--- config.mk ---
export PLATFORM = sky130hd
export DESIGN_NAME = a7seg_front
export DESIGN_NICKNAME = d
export VERILOG_FILES = /design/src/sv/autorange_seven_segment_scanner_core_assert.svh /design/src/sv/a7seg_pkg.sv /design/src/sv/a7seg_front.sv
export SDC_FILE = /design/constraint.sdc
export NUM_CORES = 1
export LEC_CHECK = 0
export ABC_AREA = 1
export BUFFER_PORTS_ARGS = -buffer_cell sky130_fd_sc_hd__buf_2
export CAP_MARGIN = 20
export CORE_ASPECT_RATIO = 0.75
export CORE_MARGIN = 4
export CORE_UTILIZATION = 44
export DETAILED_ROUTE_END_ITERATION = 7
export PLACE_DENSITY = 0.78
export SLEW_MARGIN = 20
export SYNTH_ARGS = -nofsm -noshare
export SYNTH_HDL_FRONTEND = slang
export SYNTH_SLANG_ARGS = --single-unit
--- constraint.sdc ---
create_clock -name clk -period 2.7 [get_ports clk]
set_input_delay 0.135 -clock clk [delete_from_list [all_inputs] [get_ports clk]]
set_output_delay 0.135 -clock clk [all_outputs]
set_load 0.05 [all_outputs]
--- src/sv/autorange_seven_segment_scanner_core_assert.svh ---
// Assertion macros shared by the display scanner modules.
`ifndef AUTORANGE_SEVEN_SEGMENT_SCANNER_CORE_ASSERT_SVH
`define AUTORANGE_SEVEN_SEGMENT_SCANNER_CORE_ASSERT_SVH
`ifndef SYNTHESIS
`define A7SEG_ASSERT_ALWAYS(lbl, cond, msg) \
  lbl: assert property (@(posedge clk) disable iff (rst) (cond)) else $error(msg);
`define A7SEG_ASSERT_NEXT(lbl, ante, cons, msg) \
  lbl: assert property (@(posedge clk) disable iff (rst) (ante) |=> (cons)) else $error(msg);
`else
`define A7SEG_ASSERT_ALWAYS(lbl, cond, msg)
`define A7SEG_ASSERT_NEXT(lbl, ante, cons, msg)
`endif
`endif

--- src/sv/a7seg_pkg.sv ---
// Types, constants and the segment table of the display scanner.
package a7seg_pkg;

  localparam logic KIND_LOAD = 1'b0;
  localparam logic KIND_TICK = 1'b1;

  localparam logic [31:0] LIMIT_E4 = 32'd10000;
  localparam logic [31:0] LIMIT_E5 = 32'd100000;
  localparam logic [31:0] LIMIT_E6 = 32'd1000000;
  localparam logic [31:0] LIMIT_E7 = 32'd10000000;

  localparam logic [1:0] DOT_AT_0 = 2'd0;
  localparam logic [1:0] DOT_AT_1 = 2'd1;
  localparam logic [1:0] DOT_AT_2 = 2'd2;
  localparam logic [1:0] DOT_AT_3 = 2'd3;

  // Multiplier for an exact divide by ten of any 32-bit value, with a shift of 35.
  localparam logic [31:0] RECIP_TEN = 32'hCCCCCCCD;
  localparam int unsigned RECIP_SHIFT = 35;

  localparam logic [7:0] DOT_CLEAR_MASK = 8'hEF;

  typedef struct packed {
    logic        kind;
    logic [31:0] value;
  } item_t;

  typedef struct packed {
    logic [3:0] digit_enable;
    logic [7:0] segment_levels;
  } result_t;

  typedef struct packed {
    logic        kind;
    logic [23:0] value;
    logic [1:0]  dot_pos;
  } qent_t;

  function automatic logic [7:0] seg_levels(input logic [3:0] digit);
    logic [7:0] lv;
    unique case (digit)
      4'd0:    lv = 8'd24;
      4'd1:    lv = 8'd187;
      4'd2:    lv = 8'd82;
      4'd3:    lv = 8'd146;
      4'd4:    lv = 8'd177;
      4'd5:    lv = 8'd148;
      4'd6:    lv = 8'd20;
      4'd7:    lv = 8'd186;
      4'd8:    lv = 8'd16;
      4'd9:    lv = 8'd144;
      default: lv = 8'd0;
    endcase
    return lv;
  endfunction

endpackage

--- src/sv/a7seg_front.sv ---
// Front stage: accepts input beats, drops out-of-range loads and picks the dot position.
module a7seg_front import a7seg_pkg::*; (
  input  logic  clk,
  input  logic  rst,
  input  logic  item_valid,
  output logic  item_stall,
  input  item_t item,
  output logic  push,
  output qent_t entry,
  input  logic  full
);

  logic  f_valid;
  logic  f_valid_next;
  qent_t f_entry;
  logic  accept;
  logic  keep;
  logic [1:0] dot;

  assign item_stall = f_valid && full;
  assign push       = f_valid && !full;
  assign entry      = f_entry;
  assign accept     = item_valid && !item_stall;
  assign keep       = (item.kind == KIND_TICK) || (item.value < LIMIT_E7);

  always_comb begin
    priority if (item.value < LIMIT_E4) begin
      dot = DOT_AT_0;
    end else if (item.value < LIMIT_E5) begin
      dot = DOT_AT_1;
    end else if (item.value < LIMIT_E6) begin
      dot = DOT_AT_2;
    end else begin
      dot = DOT_AT_3;
    end
  end

  always_comb begin
    f_valid_next = f_valid;
    if (accept) begin
      f_valid_next = keep;
    end else if (push) begin
      f_valid_next = 1'b0;
    end
  end

  always_ff @(posedge clk) begin
    if (rst) begin
      f_valid <= 1'b0;
    end else begin
      f_valid <= f_valid_next;
    end
  end

  always_ff @(posedge clk) begin
    if (accept) begin
      f_entry.kind    <= item.kind;
      f_entry.value   <= item.value[23:0];
      f_entry.dot_pos <= dot;
    end
  end

endmodule

### Word level (Yosys, flattened, before mapping)

Index checks and enable logic that the tools add are counted.

| word-level totals | value |
|---|---|
| register bits after elaboration | 28 |
| input port bits | 37 |
| output and inout port bits | 29 |

| operators by class | value |
|---|---|
| reductions and logical operators | 8 |
| muxes and demuxes | 4 |
| order comparisons | 4 |

Operators by type and width:

| cell | count |
|---|---|
| < comparator 32 x 14 -> 1 bit, second input constant | 1 |
| < comparator 32 x 17 -> 1 bit, second input constant | 1 |
| < comparator 32 x 20 -> 1 bit, second input constant | 1 |
| < comparator 32 x 24 -> 1 bit, second input constant | 1 |
| 2-to-1 mux 1 bit | 4 |
| logical AND 1 bit | 3 |
| logical NOT 1 bit | 2 |
| nonzero test 2 bit | 1 |
| OR reduction 2 bit | 1 |
| logical OR 1 bit | 1 |

### Depth between registers and ports, before layout

| logic depth | value |
|---|---|
| depth after elaboration | 4 |
| depth in mapped cells | 9 |
| depth with buffers taken out | 9 |

### Worst setup path before layout

No wires, ideal clock.

| timing path | value |
|---|---|
| kind | register to register |
| start point | register f_valid |
| end point | register f_entry, in the netlist entry[0] (enable) |
| slack | 495 ps |
| arrival | 1794 ps |
| buffers on the path | 0 |
| period minus slack after synthesis | 2205 ps |
| required time | 2289 ps |
| cell stages (with the launch flop) | 4 |
| path through | dfxtp_1 -> nand2_1 -> inv_1 -> nor2_1 |

| on the way | value |
|---|---|
| cells in the longest elaborated chain, start to end | 3 |

RTL lines:

| what | RTL line | source |
|---|---|---|
| from (decl) | a7seg_front.sv:13 | `logic f_valid;` |
| from (signal assigned) | a7seg_front.sv:51 | `f_valid <= f_valid_next;` |
| logical AND 1 bit | a7seg_front.sv:20 | `assign item_stall = f_valid && full;` |
| net item_stall | a7seg_front.sv:6 | `output logic item_stall,` |
| logical NOT 1 bit | a7seg_front.sv:23 | `assign accept = item_valid && !item_stall;` |
| logical AND 1 bit | a7seg_front.sv:23 |  |
| net accept | a7seg_front.sv:16 | `logic accept;` |
| to (decl) | a7seg_front.sv:15 | `qent_t f_entry;` |

The timed path passes the listed nets, and every way through them passes these cells.
A chain may end at the register's enable or synchronous reset.

### Worst setup path after layout

| timing path | value |
|---|---|
| start point | register f_valid |
| end point | register f_entry, in the netlist entry[12] (enable) |

| on the way | value |
|---|---|
| cells in the longest elaborated chain, start to end | 3 |

RTL lines:

| what | RTL line |
|---|---|
| logical AND 1 bit | a7seg_front.sv:20 |
| logical NOT 1 bit | a7seg_front.sv:23 |
| logical AND 1 bit | a7seg_front.sv:23 |
| net accept | a7seg_front.sv:16 |

The timed path passes the listed nets, and every way through them passes these cells.

==> impl_metrics.csv <==
group,metric,value,unit
timing,period_minus_slack,1.18,ns
drt,post_drt_wl_per_cell,12.3,um
die,start_util,0.470,
logic_synthesis,synthCells,126,
placement,place_inst,228,
power,power_frac_comb,0.183,
drt,met2WireLength,1.46,mm
power,power_leakage,0.811,nW
drt,met3_length,275,um
logic_synthesis,synth_area_leader_cell,"edfxtp_1",
clocking,cts_buffers,3,
setup_path,crit_fanout,27,
global_routing,grt_use_total,0.164,
min_path,min_from,"item[1]",
logic_synthesis,async_reset_ff_frac,0,
die,dieWidth,69.6,um
logic_synthesis,synth_most_common_cell,"nand2_1",
timing,rsz0062_at_grt,"no",
setup_path,start_kind,"register",
layout,drive_gt1_frac,0.386,
timing,setup_tns,0,ns
run_status,status,"finished, final reports clean",
min_path,hold_class,"primary input to register",
die,io_pins,66,
setup_path,rr_worst_depth,4,
global_routing,grt_pass1_wl,4.68,mm
setup_path,cp_data_arrival_time,1.13,ns
drt,ant_nets,0,
layout,synthToLayoutAreaGrowth,36.9,%
timing,clock.fmax,844,MHz
timing,report.final.slew_viol_count,0,
timing,hold_violations,0,
clocking,h-tree-depth,1,
drt,drc,0,
drt,vias,1128,
min_path,min_to,"entry[3]$_DFFE_PP_",
timing,worst_slack,1.52,ns
layout,antenna_cells,0,
layout,final_util,0.643,
clocking,holdBufCountCts,1,
global_routing,grt_max_degree,28,
timing,worst_pin_slew,0.335,ns
power,p_clk_frac,0.318,
setup_path,slowest_stage,"buf_4",
setup_path,crit_buf_inv,2,
drt,drtIter0Drc,49,
logic_synthesis,synth.area.top_cells,"edfxtp_1, nand2_1, nor2_1",
setup_path,path_cells,"nand2_1 > inv_1 > nor2_2 > buf_4",
clocking,clk_path_buf_depth,2,
global_routing,grt.overflow.total,0,
min_path,hold_depth,1,
clocking,root_buffer,"clkbuf_8",
layout,fill_cells,207,
layout,fin_cells,233,
timing,finalSetupViolations,0,
placement,pre_cts_slack,1.48,ns
global_routing,antenna_found_initial,0,
drt,wirelength,2.87,mm
clocking,clk_pin_slew,0.09,ns
setup_path,critical-path-top-delay-family,"buffers and inverters",
drt,maxUsedRoutingLayer,"met4",
setup_path,max_stage_delay,0.33,ns
timing,relSlewSlack,0.777,
power,switchingPower,0.000269,W
die,rows,16,
timing,skew,0.00566,ns
logic_synthesis,synth_edf_count,27,
power,netSwitchingFraction,0.264,
die,die_area,3770,um2
power,powerDensity,595,nW/um2
logic_synthesis,ys_types,17,
setup_path,crit_path_end_kind,"register",
setup_path,timing.rr.start,"f_valid$_SDFFE_PP0P_",
logic_synthesis,syn_nets,163,
logic_synthesis,syn_area,1250,um2
die,fp.coreArea,2660,um2
logic_synthesis,synth_common_cells,"nand2_1, edfxtp_1, nor2_1, inv_1, nand3_1",
drt,firstDrtPassIters,4,
drt,routed_via_density,4.84,
drt,met1_length,1.10,mm
clocking,cts_setup_buffers,0,
setup_path,r2r_end,"entry[12]$_DFFE_PP_",
logic_synthesis,ys_seq_elements,28,
clocking,tritoncts,"built",
logic_synthesis,synth_top_area_share,0.648,
power,p_int,0.000750,W
logic_synthesis,yosysWarnings,0,
power,pwr-share-seq,0.499,
setup_path,critical_path_required,2.65,ns
setup_path,path_class,"register to register",
clocking,clock-sinks,28,
timing,fin_crit_sh,0.439,
placement,io_buffer_count,65,
logic_synthesis,synth.yosys.seq_area_share,0.664,
logic_synthesis,ys.flop_type,"edfxtp_1",
die,fp.dieH,54.2,um
placement,dpl.hpwl,2.32,mm
setup_path,worst-r2r-setup-slack,1.52,ns
clocking,cts_resized,0,
clocking,clk_latency,0.27,ns
layout,layout.nets,235,
logic_synthesis,avgSynthCellArea,9.93,um2
placement,gp_congestion,0.775,
flow_run,max_cap_violations,0,
power,ir_drop,486,uV
power,power,0.00102,W
global_routing,grt_pass1_vias,1123,
[power groups by stage]
stage | combinational, W | clock [W] | sequential [W]
after floorplan | 0.0000374 | 0 | 0.000600
after global placement | 0.000181 | 0 | 0.000518
after detailed placement | 0.000185 | 0 | 0.000519
after CTS | 0.000187 | 0.000332 | 0.000509
after global routing | 0.000200 | 0.000355 | 0.000511
final | 0.000186 | 0.000324 | 0.000509
[cells by family (layout without fill, tap and decap cells)]
| group | Yosys count | after routing | synth area share |
|---|---|---|---|
| AND/OR/NAND/NOR | 70 | 70 | 0.239 |
| buffers and inverters | 20 | 91 | 0.0600 |
| AO/OA/AOI/OAI | 8 | 8 | 0.0370 |
| flip-flops | 28 | 28 | 0.664 |
[per-layer routing]
| layer | GRT usage | up-vias |
|---|---|---|
| li1 | - | 556 |
| met2 | 0.309 | 45 |
| met1 | 0.165 | 523 |
| met5 | 0 | - |
| met4 | 0.0682 | 0 |
| met3 | 0.0709 | 4 |
[sequential cells by signal, indices dropped and copies added (netlist names)]
name / flops
f_valid: 1
entry: 27
[worst reg2reg max path, delay by kind of cell, from the launching register on]
family	cells	cell delay, ns
buffers and inverters	2	0.39
AND/OR/NAND/NOR	2	0.15
flip-flops	1	0.32
[worst max path at each step]
stage                              to  slack (ns)  cells past startpoint            startpoint
3_5_place_dp   entry[0]$_SDFFCE_PN0P_        1.48                      7              item[22]
2_1_floorplan  entry[0]$_SDFFCE_PN0P_        0.50                      3  f_valid$_SDFFE_PP0P_
3_3_place_gp       entry[9]$_DFFE_PP_        1.56                      4  f_valid$_SDFFE_PP0P_
6_report          entry[12]$_DFFE_PP_        1.52                      4  f_valid$_SDFFE_PP0P_
5_1_grt        entry[1]$_SDFFCE_PP0P_        1.41                      4  f_valid$_SDFFE_PP0P_
4_1_cts           entry[12]$_DFFE_PP_        1.51                      4  f_valid$_SDFFE_PP0P_
[through the flow]
step           hold WS (ns)  instance area [um2]
2_1_floorplan         0.204                 1250
3_3_place_gp          0.290                 1630
3_5_place_dp          0.293                 1630
4_1_cts              0.0276                 1710
5_1_grt              0.0211                 1710
6_report             0.0357                 1710
[placed cells by master (no fill, tap or decap)]
cell type      instances
buf_2                 65
nand2_1               29
edfxtp_1              27
nor2_1                23
inv_1                 20
nand3_1                6
o21ai_0                4
nor2_2                 3
clkbuf_8               3
a21oi_1                2
nand2_2                2
nand4_1                2
nand3b_1               2
o21a_1                 1
nor3_1                 1
nor4_1                 1
and3_1                 1
a21oi_2                1
bufinv_16              1
dfxtp_1                1
dlygate4sd3_1          1
buf_4                  1
[area by class of cell]
class                           count  area [um2]  share of cell area
Sequential cell                    28         831               0.485
Multi-Input combinational cell     78         348               0.203
Timing Repair Buffer               67         343               0.200
Inverter                           20        75.1              0.0438
Tap cell                           36        45.0              0.0263
Clock buffer                        3        41.3              0.0241
Clock inverter                      1        30.0              0.0175
Note: power is estimated with default switching activity, not from simulation.
