## config.mk

```make
export PLATFORM = sky130hd
export DESIGN_NAME = a7seg_queue
export DESIGN_NICKNAME = d
export VERILOG_FILES = /design/src/sv/a7seg_pkg.sv /design/src/sv/a7seg_queue.sv
export VERILOG_INCLUDE_DIRS = /design/src /design/src/sv
export SDC_FILE = /design/constraint.sdc
export NUM_CORES = 1
export LEC_CHECK = 0
export ABC_AREA = 1
export BUFFER_PORTS_ARGS = -buffer_cell sky130_fd_sc_hd__buf_2
export CELL_PAD_IN_SITES_DETAIL_PLACEMENT = 1
export CELL_PAD_IN_SITES_GLOBAL_PLACEMENT = 1
export CORE_UTILIZATION = 39
export DETAILED_ROUTE_END_ITERATION = 8
export PLACE_DENSITY_LB_ADDON = 0.25
export SKIP_CTS_REPAIR_TIMING = 1
export SLEW_MARGIN = 5
export SYNTH_ARGS = -nofsm -noshare
export SYNTH_HDL_FRONTEND = slang
export SYNTH_SLANG_ARGS = --single-unit
```

## constraint.sdc

```tcl
create_clock -name clk -period 1.79 [get_ports clk]
set_clock_uncertainty 0.1 [all_clocks]
set_input_delay 0.179 -clock clk [delete_from_list [all_inputs] [get_ports clk]]
set_output_delay 0.179 -clock clk [all_outputs]
set_load 0.02 [all_outputs]
```

## src/sv/autorange_seven_segment_scanner_core_assert.svh

```systemverilog
// Assertion macros shared by the display scanner modules.
`ifndef AUTORANGE_SEVEN_SEGMENT_SCANNER_CORE_ASSERT_SVH
`define AUTORANGE_SEVEN_SEGMENT_SCANNER_CORE_ASSERT_SVH
`ifndef SYNTHESIS
`define A7SEG_ASSERT_ALWAYS(lbl, cond, msg) \
  lbl: assert property (@(posedge clk) disable iff (rst) (cond)) else $error(msg);
`define A7SEG_ASSERT_NEXT(lbl, ante, cons, msg) \
  lbl: assert property (@(posedge clk) disable iff (rst) (ante) |=> (cons)) else $error(msg);
`else
`define A7SEG_ASSERT_ALWAYS(lbl, cond, msg)
`define A7SEG_ASSERT_NEXT(lbl, ante, cons, msg)
`endif
`endif

```

## src/sv/a7seg_pkg.sv

```systemverilog
// Types, constants and the segment table of the display scanner.
package a7seg_pkg;

  localparam logic KIND_LOAD = 1'b0;
  localparam logic KIND_TICK = 1'b1;

  localparam logic [31:0] LIMIT_E4 = 32'd10000;
  localparam logic [31:0] LIMIT_E5 = 32'd100000;
  localparam logic [31:0] LIMIT_E6 = 32'd1000000;
  localparam logic [31:0] LIMIT_E7 = 32'd10000000;

  localparam logic [1:0] DOT_AT_0 = 2'd0;
  localparam logic [1:0] DOT_AT_1 = 2'd1;
  localparam logic [1:0] DOT_AT_2 = 2'd2;
  localparam logic [1:0] DOT_AT_3 = 2'd3;

  // Multiplier for an exact divide by ten of any 32-bit value, with a shift of 35.
  localparam logic [31:0] RECIP_TEN = 32'hCCCCCCCD;
  localparam int unsigned RECIP_SHIFT = 35;

  localparam logic [7:0] DOT_CLEAR_MASK = 8'hEF;

  typedef struct packed {
    logic        kind;
    logic [31:0] value;
  } item_t;

  typedef struct packed {
    logic [3:0] digit_enable;
    logic [7:0] segment_levels;
  } result_t;

  typedef struct packed {
    logic        kind;
    logic [23:0] value;
    logic [1:0]  dot_pos;
  } qent_t;

  function automatic logic [7:0] seg_levels(input logic [3:0] digit);
    logic [7:0] lv;
    unique case (digit)
      4'd0:    lv = 8'd24;
      4'd1:    lv = 8'd187;
      4'd2:    lv = 8'd82;
      4'd3:    lv = 8'd146;
      4'd4:    lv = 8'd177;
      4'd5:    lv = 8'd148;
      4'd6:    lv = 8'd20;
      4'd7:    lv = 8'd186;
      4'd8:    lv = 8'd16;
      4'd9:    lv = 8'd144;
      default: lv = 8'd0;
    endcase
    return lv;
  endfunction

endpackage

```

## src/sv/a7seg_queue.sv

```systemverilog
// Two-entry queue between the front stage and the back end.
`include "autorange_seven_segment_scanner_core_assert.svh"
module a7seg_queue import a7seg_pkg::*; (
  input  logic  clk,
  input  logic  rst,
  input  logic  push,
  input  qent_t entry,
  output logic  full,
  input  logic  pop,
  output qent_t head,
  output logic  empty
);

  qent_t      slots [2];
  logic       wr_ptr;
  logic       rd_ptr;
  logic [1:0] count;
  logic [1:0] count_next;

  assign full  = (count == 2'd2);
  assign empty = (count == 2'd0);
  assign head  = slots[rd_ptr];

  always_comb begin
    count_next = count;
    if (push && !pop) begin
      count_next = count + 2'd1;
    end else if (pop && !push) begin
      count_next = count - 2'd1;
    end
  end

  always_ff @(posedge clk) begin
    if (rst) begin
      wr_ptr <= 1'b0;
      rd_ptr <= 1'b0;
      count  <= 2'd0;
    end else begin
      if (push) begin
        wr_ptr <= !wr_ptr;
      end
      if (pop) begin
        rd_ptr <= !rd_ptr;
      end
      count <= count_next;
    end
  end

  always_ff @(posedge clk) begin
    if (push) begin
      slots[wr_ptr] <= entry;
    end
  end

  `A7SEG_ASSERT_ALWAYS(q_count_bound, count != 2'd3, "queue count out of range")
  `A7SEG_ASSERT_ALWAYS(q_no_overflow, !(push && full), "push into a full queue")
  `A7SEG_ASSERT_ALWAYS(q_no_underflow, !(pop && empty), "pop from an empty queue")

endmodule

```

Yosys cells after proc, flatten, opt, wreduce, memory -nomap -nowiden
Memory sizes are Yosys's and may differ from the RTL's. A register that Yosys moved wholly into a read port is not among the register bits.
Cells that the tools add are included.
{"block": "word_totals", "ff_bits": 4, "ramBits": 54, "wordCells": 21, "n_memories": 1, "in_bits": 31, "out_inout_bits": 29}
{"block": "classes", "n_mux": 6, "n_addsub": 2, "eq_ne": 1, "reduce_logical": 8}
{"memory": "slots", "words": 2, "width": 27, "read_ports": 1, "rd_ports_with_merged_regs": 1, "write_ports": 1, "line_no": "a7seg_queue.sv:14", "text": "qent_t slots [2];"}
{"operator": "1-bit zero test", "n": 4}
{"operator": "1-bit 2-to-1 mux", "n": 4}
{"operator": "2-bit 2-to-1 mux", "n": 2}
{"operator": "2-bit by 1-bit adder with 2-bit output (second input constant)", "n": 1}
{"operator": "2-bit == test (second input constant)", "n": 1}
{"operator": "1-bit logical AND", "n": 2}
{"operator": "2-bit zero test", "n": 1}
{"operator": "2-bit nonzero test", "n": 1}
{"operator": "2-bit by 1-bit subtractor with 2-bit output (second input constant)", "n": 1}

Depth between registers and ports, before layout
Gate-level depths: netlist of run 1.
{"block": "logic_depth", "depth_word": 4, "depth_mapped": 8, "ltp_nobuf": 8}

Least setup slack after synthesis of run 1
OpenSTA, ideal clock, no wires.
{"block": "synth_timing", "kind": "reg-to-reg", "from": "register wr_ptr", "to": "memory slots[0][0] in the netlist's numbering, enable pin", "setup_ps": 411, "synth_period_minus_slack_ps": 1982, "stages_incl_launch_ff": 2, "arrival_ps": 1471, "t_required_ps": 1279, "n_path_buf": 0, "slack_ps": -192, "cell_sequence": "dfxtp_1 -> nor2_1"}
{"item": "from (decl)", "line_no": "a7seg_queue.sv:15", "text": "logic wr_ptr;"}
{"item": "from (signal assigned)", "line_no": "a7seg_queue.sv:40", "text": "wr_ptr <= !wr_ptr;"}
{"item": "to (decl)", "line_no": "a7seg_queue.sv:14"}
Straight into the memory's write port.

==> qor.yml, run 1 <==
drc: 0
synthMuxAreaShare: 0.166
path_clk_slew_ns: 0.06
numCtsBuffers: 9
synth_fp_nets: 149
max_freq_mhz: 589
initial_core_util: 0.409
routedWlPerCell_um: 14.6
cts.sinks: 59
h-tree-depth: 3
period_minus_slack_ns: 1.70
hold_slack_ns: 0.0573
cp_max_fo: 11
worst_slew_pin_slew_ns: 0.380
firstDrtPassIters: 4
rsz0062_at_grt: "no"
powerDensity_nw_per_um2: 975
fillers: 556
antenna_found_initial: 0
hold_viol: 0
slew_headroom: 0.747
die_area_um2: 6150
p_leak_nw: 1.28
final_common_cell: "buf_2"
avgSynthCellArea_um2: 19.5
ys_seq_elements: 59
regArea_um2: 1730
finalNetCount: 249
die_h_um: 78.4
viasPerCell: 4.50
first_global_vias: 1292
grt_pass1_wl_um: 6200
grt_usage: 0.142
rows: 27
synth_xor_area_frac: 0.00384
worstPathArrival_ns: 1.42
place_congestion: 0.632
yosysTopAreaCell: "edfxtp_1"
cap_violations: 0
synth_top_area_frac: 0.712
synth_fa_ha_area_frac: 0.00549
holdCritPathClass: "input pin to register"
synth_cell_types: 16
syn_area_um2: 2280
synth.yosys.seq_area_share: 0.756
reg2reg_slack_ns: 0.52
drive_above_1_share: 0.477
finalSetupViolCount: 0
insertion_delay_ns: 0.32
top_level_ports: 60
synth-simple-area-share: 0.0269
drt_iter0_drc: 50
antenna_cells: 0
end_kind: "output port"
synth_top_family_by_area: "multiplexers"
fp.dieW_um: 78.4
period_share: 0.949
grt_overflow: 0
clock-root-buffer: "clkbuf_8"
clock_path_buffers: 2
yosys_warnings: 0
cp-start-kind: "register"
dr_total_vias: 1315
multiInputGateArea_um2: 474
io_buffers: 59
synth_area_leaders: "edfxtp_1 71%, mux2_4 13%, dfxtp_1 4.4%"
synth_compound_area_frac: 0.00439
vdd_drop_max_mv: 0.578
drtAntennaViolNets: 0
cts_tree: "yes"
area_growth_pct: 36.6
grt_max_degree: 29
routed_wl_um: 4260
slew_violations: 0
dp_hpwl_um: 2660
core-area_um2: 5570
required_ns: 1.51
crit_type: "register to output port"
fin_tns_setup_ns: 0
status: "complete, no violations"
layout_common_cells: "59 x buf_2, 54 x edfxtp_1, 28 x dlygate4sd3_1, 20 x mux2_4"
synth_cells: 117
[state kept, by name, indices dropped and copies added, names as in the netlist, named ones only]
signal	flops
count	2
rd_ptr	1
slots	54
wr_ptr	1
[final cells by class]
type / instances / area share
flip-flops and latches: 59 / 0.554
multi-input cells: 46 / 0.152
clock buffers: 9 / 0.0398
clock inverters: 5 / 0.00723
inverters: 9 / 0.0109
well taps: 72 / 0.0289
repair buffers: 92 / 0.207
[metrics by stage]
stage / cell area [um^2] / std cells / total power, mW / setup WS, ns / util
after CTS: 2810 / 263 / 3.00 / 0.00467 / 0.503
after global placement: 2660 / 249 / 2.05 / 0.389 / 0.477
after global routing: 3110 / 292 / 3.16 / 0.0338 / 0.558
after floorplan: 2280 / 117 / 1.94 / 0.245 / -
final: 3110 / 292 / 3.04 / 0.0912 / 0.558
after detailed placement: 2660 / 249 / 2.07 / 0.367 / 0.477
[worst paths after layout]
check            endpoint  cells past startpoint      from
min                wr_ptr                      3      push
max              head[25]                      3  register
max reg2reg  slots[1][14]                      3    wr_ptr
min reg2reg        wr_ptr                      2    wr_ptr
[logic make-up (layout without fill, tap and decap cells)]
kind of cell | after synthesis | count (layout)
xor+xnor | 1 | 1
fa+ha+maj | 1 | 1
mux | 27 | 27
buf+inv | 12 | 115
flops | 59 | 59
simple gates | 15 | 15
compound gates | 2 | 2
[metal layers]
layer,global-route usage,vias to the layer above,wire length [um]
met2,0.229,44,2170
met4,0.0815,0,51
met3,0.0535,6,224
li1,-,629,-
met1,0.161,636,1810
met5,0,-,0
[power by group]
group	switching [mW]	internal [mW]	leakage, nW
clock network	0.469	0.468	0.0796
registers	0.0315	1.59	0.549
logic	0.238	0.238	0.649
[critical path, cell delays in order, from the launching register on]
cell	delay, ns
dfxtp_4	0.43
buf_12	0.17
mux2_2	0.34
buf_2	0.16
[cells in the mapped netlist]
library cell  instances
inv_1                 9
dfxtp_1               5
nand3_1               1
edfxtp_1             54
a21oi_1               1
nor2_1                7
buf_6                 1
xnor2_1               1
ha_1                  1
mux2_4               20
nand2_1               5
buf_12                2
o21ai_0               1
nor3_1                1
mux2_2                7
nand4_1               1
(Power assumes the default switching activity.)
==> inputs of run 2 (changes only) <==
--- a/config.mk
+++ b/config.mk
@@ -10,6 +10,7 @@
 export BUFFER_PORTS_ARGS = -buffer_cell sky130_fd_sc_hd__buf_2
 export CELL_PAD_IN_SITES_DETAIL_PLACEMENT = 1
 export CELL_PAD_IN_SITES_GLOBAL_PLACEMENT = 1
+export CORE_ASPECT_RATIO = 1.4
 export CORE_UTILIZATION = 39
 export DETAILED_ROUTE_END_ITERATION = 8
 export PLACE_DENSITY_LB_ADDON = 0.25
==> run 2 against run 1 <==
Cell area is 0.56% higher. Worst setup slack better by 0.028 ns. Critical path type unchanged. Hold slack worse by 0.0022 ns. Combinational power hardly changed. Count of clock-buffer cells in the layout stayed put.
==> qor.yml, run 2 (synthesized netlist as in run 1, its figures left out) <==
cts_tree: "yes"
grt_overflow: 0
first_global_vias: 1303
finalNetCount: 250
p_comb_frac: 0.154
viasPerCell: 4.48
worst_slew_pin_slew_ns: 0.287
slew_headroom: 0.808
die_h_um: 92.4
final_area_um2: 3130
hold_viol: 0
p_switching_mw: 0.781
antenna_cells: 0
grt_max_degree: 29
internal_power_mw: 2.32
antenna_found_initial: 0
routedWlPerCell_um: 14.4
rows: 32
period_minus_slack_ns: 1.67
clockPowerShare: 0.325
drive_above_1_share: 0.489
crit_type: "register to output port"
end_kind: "output port"
cp-start-kind: "register"
die_area_um2: 6160
finalSetupViolCount: 0
io_buffers: 59
top_level_ports: 60
clock_path_buffers: 2
reg_top3: "slots (54), count (2)"
area_growth_pct: 37.4
place_congestion: 0.588
dr_total_vias: 1305
routed_wl_um: 4180
cts.sinks: 59
dp_hpwl_um: 2750
grt_usage: 0.145
placed_area_um2: 2680
cp_max_fo: 9
worstPathArrival_ns: 1.39
max_freq_mhz: 599
fin_tns_setup_ns: 0
required_ns: 1.51
layout_common_cells: "59 x buf_2, 54 x edfxtp_1, 28 x dlygate4sd3_1, 20 x mux2_4"
p_leak_nw: 1.28
powerDensity_nw_per_um2: 990
switching_share: 0.252
seqPwrFrac: 0.522
numCtsBuffers: 9
slew_violations: 0
core-area_um2: 5570
final_common_cell: "buf_2"
vdd_drop_max_mv: 0.564
insertion_delay_ns: 0.32
initial_core_util: 0.409
regMostFlops: "slots"
cap_violations: 0
power_mw: 3.10
h-tree-depth: 3
drt_iter0_drc: 35
firstDrtPassIters: 4
status: "complete, no violations"
drtAntennaViolNets: 0
holdCritPathClass: "input pin to register"
fp.dieW_um: 66.6
largest_reg_flops: 54
clock-root-buffer: "clkbuf_8"
drc: 0
period_share: 0.933
grt_pass1_wl_um: 6200
rsz0062_at_grt: "no"
path_clk_slew_ns: 0.06
==> run 2: power groups by stage <==
stage                     registers [mW]  clock network, mW  logic, mW
after global placement              1.64                  0      0.417
after CTS                           1.62               1.05      0.436
after global routing                1.62               1.10      0.517
final                               1.62               1.01      0.476
after floorplan                     1.64                  0      0.301
after detailed placement            1.65                  0      0.434
==> run 2: path summary, 6_finish.rpt <==
kind / startpoint / endpoint / slack, ns / cells past startpoint
hold reg to reg: count[0] / count[0] / 0.45 / 2
setup / recovery: register / head[3] / 0.12 / 3
hold / removal: pop / rd_ptr / 0.06 / 3
setup reg to reg: wr_ptr / slots[0][25] / 0.61 / 2
==> run 2: stage by stage <==
| step | hold slack (ns) | worst slack [ns] | instances | utilization |
|---|---|---|---|---|
| 2_1_floorplan | 0.151 | 0.245 | 117 | - |
| 3_3_place_gp | 0.266 | 0.500 | 247 | 0.482 |
| 3_5_place_dp | 0.271 | 0.459 | 247 | 0.482 |
| 4_1_cts | -0.0894 | 0.0860 | 263 | 0.512 |
| 5_1_grt | 0.0479 | 0.0525 | 291 | 0.563 |
| 6_report | 0.0552 | 0.120 | 291 | 0.563 |
==> run 2: routing by layer <==
layer,vias to the layer above,global-route usage,share of wire
met5,-,0,0
met1,628,0.153,0.38
met3,4,0.0591,0.047
li1,635,-,-
met4,0,0.0798,0.013
met2,38,0.240,0.56
==> run 2: cell type report <==
class | instances | area [um^2]
tap | 68 | 85.1
clock inverter | 7 | 45.0
sequential | 59 | 1720
clock buffer | 9 | 124
fill | 547 | 2430
timing repair buffer | 93 | 646
inverter | 9 | 33.8
multi-input combinational | 46 | 474
==> run 2: worst max-delay path, cell delays in order, from the launching register on <==
cell and delay, ns:
dfxtp_2 0.37, buf_4 0.22, mux2_4 0.32, buf_2 0.16
